[src/hdl/lmch_pkg.sv]
// Package for the LPC memory cycle host: beat types, frame clock numbers and bus codes.
`timescale 1ns / 1ps

package lmch_pkg;

   // Parameter defaults
   localparam int DEFAULT_ADDRESS_BITS = 24;
   localparam int DEFAULT_COUNT_BITS   = 25;

   // Frame clock numbers; zero marks an idle bus
   localparam int PHASE_BITS = 5;
   localparam logic [PHASE_BITS-1:0] PH_IDLE      = 5'd0;
   localparam logic [PHASE_BITS-1:0] PH_START     = 5'd1;
   localparam logic [PHASE_BITS-1:0] PH_CYCTYPE   = 5'd2;
   localparam logic [PHASE_BITS-1:0] PH_ADDR_LAST = 5'd10;
   localparam logic [PHASE_BITS-1:0] PH_WDATA_LO  = 5'd11;
   localparam logic [PHASE_BITS-1:0] PH_WDATA_HI  = 5'd12;
   localparam logic [PHASE_BITS-1:0] PH_RTAR1     = 5'd12;
   localparam logic [PHASE_BITS-1:0] PH_SYNC      = 5'd13;
   localparam logic [PHASE_BITS-1:0] PH_RDATA_LO  = 5'd14;
   localparam logic [PHASE_BITS-1:0] PH_RDATA_HI  = 5'd15;
   localparam logic [PHASE_BITS-1:0] PH_TAR_OUT   = 5'd16;
   localparam logic [PHASE_BITS-1:0] PH_LAST      = 5'd17;

   // LAD nibble codes
   localparam logic [3:0] NIB_START = 4'b0000;
   localparam logic [3:0] CYC_READ  = 4'b0100;
   localparam logic [3:0] CYC_WRITE = 4'b0110;
   localparam logic [3:0] NIB_IDLE  = 4'b1111;

   // Operation codes
   localparam logic OP_READ  = 1'b0;
   localparam logic OP_WRITE = 1'b1;

   typedef struct packed {
      logic        start_req;
      logic        operation;
      logic [23:0] start_address;
      logic [7:0]  write_data;
      logic [24:0] burst_count;
      logic [3:0]  lad_in;
   } lmch_req_type;

   typedef struct packed {
      logic [3:0] lad_out;
      logic       lad_drive;
      logic       lframe_low;
      logic       read_valid;
      logic [7:0] read_data;
      logic [3:0] sync_nibble;
      logic       busy_res;
      logic       last_of_burst;
   } lmch_rsp_type;

endpackage

[src/hdl/lmch_in_stage.sv]
// Input register of the LPC memory cycle host: holds one request beat.
`timescale 1ns / 1ps

module lmch_in_stage
   import lmch_pkg::*;
(
   input  logic         clock,
   input  logic         reset,
   input  logic         req_valid,
   output logic         req_ready,
   input  lmch_req_type req_data,
   input  logic         take,
   output logic         item_valid,
   output lmch_req_type item_data
);

   logic         valid_ff, valid_in;
   lmch_req_type data_ff;

   // Accept when empty or when the held beat moves on this cycle
   assign req_ready = !valid_ff || take;

   always_comb begin
      valid_in = valid_ff;
      if (req_valid && req_ready) begin
         valid_in = 1'b1;
      end else if (take) begin
         valid_in = 1'b0;
      end
   end

   always_ff @(posedge clock) begin
      if (reset) begin
         valid_ff <= 1'b0;
      end else begin
         valid_ff <= valid_in;
      end
   end

   // Capture payload on accept
   always_ff @(posedge clock) begin
      if (req_valid && req_ready) begin
         data_ff <= req_data;
      end
   end

   assign item_valid = valid_ff;
   assign item_data  = data_ff;

endmodule

[src/hdl/lmch_frame_core.sv]
// Frame sequencer of the LPC memory cycle host: bus state and per-clock result logic.
`timescale 1ns / 1ps

module lmch_frame_core
   import lmch_pkg::*;
#(
   parameter int ADDRESS_BITS = DEFAULT_ADDRESS_BITS,
   parameter int COUNT_BITS   = DEFAULT_COUNT_BITS
)
(
   input  logic         clock,
   input  logic         reset,
   input  logic         advance,
   input  lmch_req_type item,
   output lmch_rsp_type result
);

   logic [PHASE_BITS-1:0]   phase_ff, phase_in;
   logic                    is_write_ff, is_write_in;
   logic [ADDRESS_BITS-1:0] addr_ff, addr_in;
   logic [COUNT_BITS-1:0]   frames_ff, frames_in;
   logic [7:0]              wbyte_ff, wbyte_in;
   logic [7:0]              rbyte_ff, rbyte_in;
   logic [3:0]              sync_ff, sync_in;

   logic [31:0]             addr_wide, cnt_wide, bus_addr;
   logic [COUNT_BITS-1:0]   cnt_load, frames_dec;
   logic [2:0]              addr_k;
   logic [PHASE_BITS-1:0]   p;
   logic                    idle, start;
   logic [3:0]              nib;
   logic                    drive, lframe, rvalid, busy, last;
   logic [7:0]              rdata;

   always_comb begin
      addr_wide = 32'(item.start_address);
      cnt_wide  = 32'(item.burst_count);
      cnt_load  = cnt_wide[COUNT_BITS-1:0];
      idle      = (phase_ff == PH_IDLE) || (phase_ff > PH_LAST);
      start     = idle && item.start_req;

      // Load a new access when idle, else keep the running one
      is_write_in = is_write_ff;
      addr_in     = addr_ff;
      wbyte_in    = wbyte_ff;
      frames_in   = frames_ff;
      p           = idle ? PH_IDLE : phase_ff;
      if (start) begin
         is_write_in = item.operation;
         addr_in     = addr_wide[ADDRESS_BITS-1:0];
         wbyte_in    = item.write_data;
         frames_in   = (cnt_load == '0 || item.operation == OP_WRITE) ?
                       COUNT_BITS'(1) : cnt_load;
         p           = PH_START;
      end

      // Upper address bits go out as ones
      bus_addr = {{(32 - ADDRESS_BITS){1'b1}}, addr_in};
      addr_k   = 3'(PH_ADDR_LAST - p);

      nib        = NIB_IDLE;
      drive      = 1'b1;
      lframe     = 1'b0;
      rvalid     = 1'b0;
      rdata      = 8'h00;
      busy       = 1'b0;
      last       = 1'b0;
      rbyte_in   = rbyte_ff;
      sync_in    = sync_ff;
      phase_in   = PH_IDLE;
      frames_dec = '0;

      // Drive or sample the bus for this frame clock
      if (p != PH_IDLE) begin
         busy = 1'b1;
         if (p == PH_START) begin
            nib    = NIB_START;
            lframe = 1'b1;
         end else if (p == PH_CYCTYPE) begin
            nib = is_write_in ? CYC_WRITE : CYC_READ;
         end else if (p <= PH_ADDR_LAST) begin
            nib = bus_addr[addr_k*4 +: 4];
         end else if (is_write_in) begin
            case (p) inside
               PH_WDATA_LO: nib = wbyte_in[3:0];
               PH_WDATA_HI: nib = wbyte_in[7:4];
               [PH_RDATA_LO:PH_TAR_OUT]: drive = 1'b0;
               PH_LAST: last = 1'b1;
               default: ;
            endcase
         end else begin
            case (p) inside
               PH_RTAR1, PH_TAR_OUT: drive = 1'b0;
               PH_SYNC: begin
                  drive   = 1'b0;
                  sync_in = item.lad_in;
               end
               PH_RDATA_LO: begin
                  drive    = 1'b0;
                  rbyte_in = {rbyte_ff[7:4], item.lad_in};
               end
               PH_RDATA_HI: begin
                  drive    = 1'b0;
                  rbyte_in = {item.lad_in, rbyte_ff[3:0]};
                  rvalid   = 1'b1;
                  rdata    = rbyte_in;
                  last     = (frames_in == COUNT_BITS'(1));
               end
               default: ;
            endcase
         end

         // Step the clock number; at the end close the frame or repeat a read burst
         if (p < PH_LAST) begin
            phase_in = p + PHASE_BITS'(1);
         end else begin
            frames_dec = frames_in - COUNT_BITS'(1);
            if (!is_write_in) begin
               addr_in = addr_in + ADDRESS_BITS'(1);
            end
            if (frames_dec != '0 && !is_write_in) begin
               phase_in  = PH_START;
               frames_in = frames_dec;
            end else begin
               phase_in  = PH_IDLE;
               frames_in = '0;
            end
         end
      end

      result.lad_out       = nib;
      result.lad_drive     = drive;
      result.lframe_low    = lframe;
      result.read_valid    = rvalid;
      result.read_data     = rdata;
      result.sync_nibble   = sync_in;
      result.busy_res      = busy;
      result.last_of_burst = last;
   end

   // Commit state once per tick handed on
   always_ff @(posedge clock) begin
      if (reset) begin
         phase_ff    <= PH_IDLE;
         is_write_ff <= 1'b0;
         addr_ff     <= '0;
         frames_ff   <= '0;
         wbyte_ff    <= '0;
         rbyte_ff    <= '0;
         sync_ff     <= '0;
      end else if (advance) begin
         phase_ff    <= phase_in;
         is_write_ff <= is_write_in;
         addr_ff     <= addr_in;
         frames_ff   <= frames_in;
         wbyte_ff    <= wbyte_in;
         rbyte_ff    <= rbyte_in;
         sync_ff     <= sync_in;
      end
   end

endmodule

[src/hdl/lmch_out_stage.sv]
// Output register of the LPC memory cycle host: holds one result beat for the receiver.
`timescale 1ns / 1ps

module lmch_out_stage
   import lmch_pkg::*;
(
   input  logic         clock,
   input  logic         reset,
   input  logic         load,
   input  lmch_rsp_type load_data,
   output logic         space,
   output logic         rsp_valid,
   input  logic         rsp_ready,
   output lmch_rsp_type rsp_data
);

   logic         valid_ff, valid_in;
   lmch_rsp_type data_ff;

   // Room when empty or when the held beat leaves this cycle
   assign space = !valid_ff || rsp_ready;

   always_comb begin
      valid_in = valid_ff;
      if (load) begin
         valid_in = 1'b1;
      end else if (rsp_ready) begin
         valid_in = 1'b0;
      end
   end

   always_ff @(posedge clock) begin
      if (reset) begin
         valid_ff <= 1'b0;
      end else begin
         valid_ff <= valid_in;
      end
   end

   always_ff @(posedge clock) begin
      if (load) begin
         data_ff <= load_data;
      end
   end

   assign rsp_valid = valid_ff;
   assign rsp_data  = data_ff;

endmodule

[src/hdl/lpc_memory_cycle_host.sv]
// Top level of the LPC memory cycle host.
//
// Every request beat is one LPC clock tick: an optional start request (burst
// memory read or single memory write) plus the LAD nibble sampled on that tick.
// Every request beat yields exactly one response beat with the LAD nibble to
// drive, the drive enable, LFRAME, and read byte, SYNC and status flags.
// Starts arriving while busy are dropped.
//
// Path: a request passes the input register, one pass of frame logic and the
// output register.
// Throughput: one beat per cycle while rsp_ready is high; the input register
// refills while the output register is taken, so both sides run at full rate.
// Stall: when rsp_ready is low the response holds and the input register
// fills, after which req_ready drops until the receiver takes a beat. The bus
// state advances only when a tick moves into the output register.
// Reset: all frame state clears to an idle bus; both registers empty.
`timescale 1ns / 1ps

module lpc_memory_cycle_host
   import lmch_pkg::*;
#(
   parameter int ADDRESS_BITS = DEFAULT_ADDRESS_BITS,
   parameter int COUNT_BITS   = DEFAULT_COUNT_BITS
)
(
   input  logic         clock,
   input  logic         reset,
   input  logic         req_valid,
   output logic         req_ready,
   input  lmch_req_type req_data,
   output logic         rsp_valid,
   input  logic         rsp_ready,
   output lmch_rsp_type rsp_data
);

   logic         item_valid, space, advance;
   lmch_req_type item_data;
   lmch_rsp_type result;

   // Hand a tick on when it is held and the output register has room
   assign advance = item_valid && space;

   lmch_in_stage u_in_stage (
      .clock      (clock),
      .reset      (reset),
      .req_valid  (req_valid),
      .req_ready  (req_ready),
      .req_data   (req_data),
      .take       (advance),
      .item_valid (item_valid),
      .item_data  (item_data)
   );

   lmch_frame_core #(
      .ADDRESS_BITS (ADDRESS_BITS),
      .COUNT_BITS   (COUNT_BITS)
   ) u_frame_core (
      .clock   (clock),
      .reset   (reset),
      .advance (advance),
      .item    (item_data),
      .result  (result)
   );

   lmch_out_stage u_out_stage (
      .clock     (clock),
      .reset     (reset),
      .load      (advance),
      .load_data (result),
      .space     (space),
      .rsp_valid (rsp_valid),
      .rsp_ready (rsp_ready),
      .rsp_data  (rsp_data)
   );

endmodule

[config.mk]
export PLATFORM = sky130hd
export DESIGN_NAME = lpc_memory_cycle_host
export DESIGN_NICKNAME = d
export VERILOG_FILES = /design/src/hdl/lmch_pkg.sv /design/src/hdl/lmch_in_stage.sv /design/src/hdl/lmch_frame_core.sv /design/src/hdl/lmch_out_stage.sv /design/src/hdl/lpc_memory_cycle_host.sv
export SDC_FILE = /design/constraint.sdc
export NUM_CORES = 1
export LEC_CHECK = 0
export CAP_MARGIN = 5
export CORE_ASPECT_RATIO = 0.5
export CORE_MARGIN = 2
export CORE_UTILIZATION = 31
export CTS_BUF_LIST = sky130_fd_sc_hd__clkbuf_16
export CTS_CLUSTER_DIAMETER = 150
export DETAILED_ROUTE_END_ITERATION = 6
export DONT_BUFFER_PORTS = 1
export PLACE_DENSITY = 0.41
export SLEW_MARGIN = 15
export SYNTH_ARGS = -nofsm -noshare
export SYNTH_HDL_FRONTEND = slang
export SYNTH_SLANG_ARGS = --single-unit
[constraint.sdc]
create_clock -name clock -period 8.61 [get_ports clock]
set_clock_uncertainty 0.05 [all_clocks]
set_input_delay 0.4305 -clock clock [delete_from_list [all_inputs] [get_ports clock]]
set_output_delay 0.4305 -clock clock [all_outputs]
set_load 0.03 [all_outputs]
==> results by group <==
Yosys
  • Synth Register Bits: 157
  • Ys async rst share: 0%
  • Number of synthesized flops with an enable pin: 84
  • Most area-consuming cells after synthesis: edfxtp_1 (29%), dfxtp_1 (17%), nand2_1 (6.7%)
  • Synth Net Count: 1034
  • Area of the mapped netlist: 0.00857 mm^2
  • Synth Instances: 958
  • Ys Warns: 0
  • Top cell type's share of synthesized area: 29.4%
  • Synth area leader: edfxtp_1
  • Syn Area/Cell: 8.94 um^2
  • Most used DFF post-synth: edfxtp_1
  • Synth unique cells: 78
  • Seq/Total Area, Yosys: 46.5%

Die
  • Core Region: 0.0268 mm^2
  • Boundary pin count: 90
  • Die Wd: 239 um
  • Cell row count: 42
  • Initial core utilization: 32.0%
  • Die ar.: 0.0291 mm^2
  • Die span in y: 122 um

Min path
  • Type of the most critical hold path: in -> reg

STA
  • RSZ-0062 raised after global routing: no
  • Highest clock rate: 0.192 GHz
  • Tmin final: 5220 ps
  • Final hold viol count: 0
  • Final setup viols: 0
  • Relative slew slack: 26.4%
  • Setup ws final: 3390 ps
  • Fin crit share: 60.6%
  • Slew Viols, Final: 0
  • Slew @ Worst Pin: 1100 ps
  • TNS Setup: 0 ps

Global route
  • GRT Overall Usage: 18.4%
  • Global route overflow: 0
  • Vias in the first global route: 6795
  • Initial antenna violation count: 0
  • Largest net degree at the start of global routing: 64
  • Global-route wire length before repair: 40300 um

Drt
  • Final wirelength: 26000 um
  • DR WL/cell: 19.2 um
  • Via density: 5.39
  • Initial DRC Count: 571
  • Vias post-DR: 7308
  • DRT antenna net count: 0
  • Remaining DRCs: 0
  • DR pass1 iterations: 5

Power and ir drop
  • PwrDens: 197 mW/mm^2
  • Worst IR Drop VDD: 146 uV
  • Leak pwr: 0.00350 uW

Placement
  • Final GP Congestion: 0.869
  • Placed Cells incl. Taps: 1260
  • Count of buffers from port buffering: 0
  • Detail Placement HPWL: 17600 um
  • Pre-CTS setup slack: 3440 ps

Clock network
  • CTS-repair resized insts: 0
  • Max Buffers Root-to-Sink: 2
  • Clk root buf: clkbuf_16
  • Clock sink count: 157
  • H-Tree Depth: 4
  • # hold bufs at CTS: 52
  • Post-CTS setup buffers: 0
  • CTS buffer count: 17
  • Worst skew pair latency: 450 ps
  • Reg clk slew, reported paths: 70 ps
  • CTS tree: done

Final layout
  • Share of cells above drive strength 1: 6.97%
  • Non-filler cells, final: 1357
  • P&R area growth vs syn: 17.8%
  • Diodes inserted: 0
  • Nets: 1068

Critical path
  • CP Capture Type: flop
  • CP required: 8870 ps
  • Crit-path max FO: 30
  • WP data arrival: 5480 ps
  • Critical path class: reg -> reg
  • Startpoint Class: flop

Run
  • Max Cap Viol: 0

Status
  • Status: complete, no violations
power by group:
part	internal (uW)	switching (uW)
logic	110	183
clock network	467	355
registers	829	45.1
total	1410	583
cells by family (layout without fill, tap and decap cells):
kind of cell,after synthesis,in the layout,share of synthesized area (%)
buffers and inverters,70,117,3.59
AND/OR/NAND/NOR,409,409,22.6
XOR/XNOR,24,24,2.45
flip-flops,157,157,46.5
adder cells (fa/ha/maj),9,9,1.31
multiplexers,34,34,4.22
AO/OA/AOI/OAI,255,255,19.3
synth_stat cells, drive strengths merged (17+ instances only):
master and n:
nand2 152, o21ai 61, and3 27, nor2 96, a21oi 92, a31oi 17
nand3 27, mux2i 26, edfxtp 84, clkbuf 33, nor3 34, buf 24
dfxtp 73
worst max-delay path, stage by stage (launching register included):
cell and delay [ps]:
edfxtp_1 740, inv_1 570, and3_1 340, a21oi_1 290, ha_1 400, nor4b_2 470, nand3_1 130, a211oi_1 420
or2_1 290, xnor2_1 100, nor2_1 110, and4b_1 210, nand3_2 190, a31oi_1 560, o21ai_0 190
flip-flops by register name, indices dropped and copies added (netlist names):
register / cells
u_frame_core.phase_ff: 5
u_frame_core.addr_ff: 24
u_out_stage.rsp_data: 21
u_in_stage.item_data: 63
u_in_stage.item_valid: 1
u_frame_core.is_write_ff: 1
u_frame_core.sync_ff: 4
u_out_stage.rsp_valid: 1
u_frame_core.frames_ff: 25
u_frame_core.wbyte_ff: 8
u_frame_core.rbyte_ff: 4
path summary, 6_finish.rpt:
path | from | end | slack, ps | cells past startpoint
setup reg to reg | u_in_stage.item_data[61] | u_frame_core.frames_ff[22] | 3390 | 14
setup / recovery | u_in_stage.item_data[61] | u_frame_core.frames_ff[22] | 3390 | 14
hold / removal | req_valid | u_in_stage.item_valid | 50 | 2
hold reg to reg | u_frame_core.sync_ff[2] | u_frame_core.sync_ff[2] | 400 | 2
cell type report:
cell class	instances	area (um^2)
clock buffers	17	425
well taps	352	440
multi-input cells	731	4280
flip-flops and latches	157	3980
clock inverters	15	196
repair buffers	72	721
inverters	13	48.8
fillers	2716	16700
through the flow:
| step | hold WS (ps) | instance area (um^2) | power (uW) | util (%) |
|---|---|---|---|---|
| 2_1_floorplan | 382 | 8570 | 1080 | - |
| 3_3_place_gp | 384 | 8800 | 1150 | 32.8 |
| 3_5_place_dp | 388 | 8800 | 1150 | 32.8 |
| 4_1_cts | 0.399 | 9960 | 2010 | 37.2 |
| 5_1_grt | 48.8 | 10100 | 2080 | 37.7 |
| 6_report | 48.1 | 10100 | 1990 | 37.7 |
metal layers:
metal	GRT usage, %	vias up	share of wire [%]
met1	26.2	3492	49
met2	28.2	217	44
met5	0	-	0
met3	4.55	29	5.3
met4	4.18	0	1.1
li1	-	3570	-
cell usage in the layout (no fill, tap or decap), drive strengths merged, types with 9 or more instances in the layout:
cell type    instances
dfxtp               73
nand3               27
xnor2               14
o22ai               10
o21ai               61
clkbuf              17
inv                 21
xor2                10
edfxtp              84
a31oi               17
a211oi              13
nor2b                9
a21oi               92
nand2b              10
and2                14
nor3                34
and3                27
nor2                96
dlygate4sd3         64
ha                   9
nand2              152
mux2i               26
nor4                 9
(Power assumes the default switching activity.)
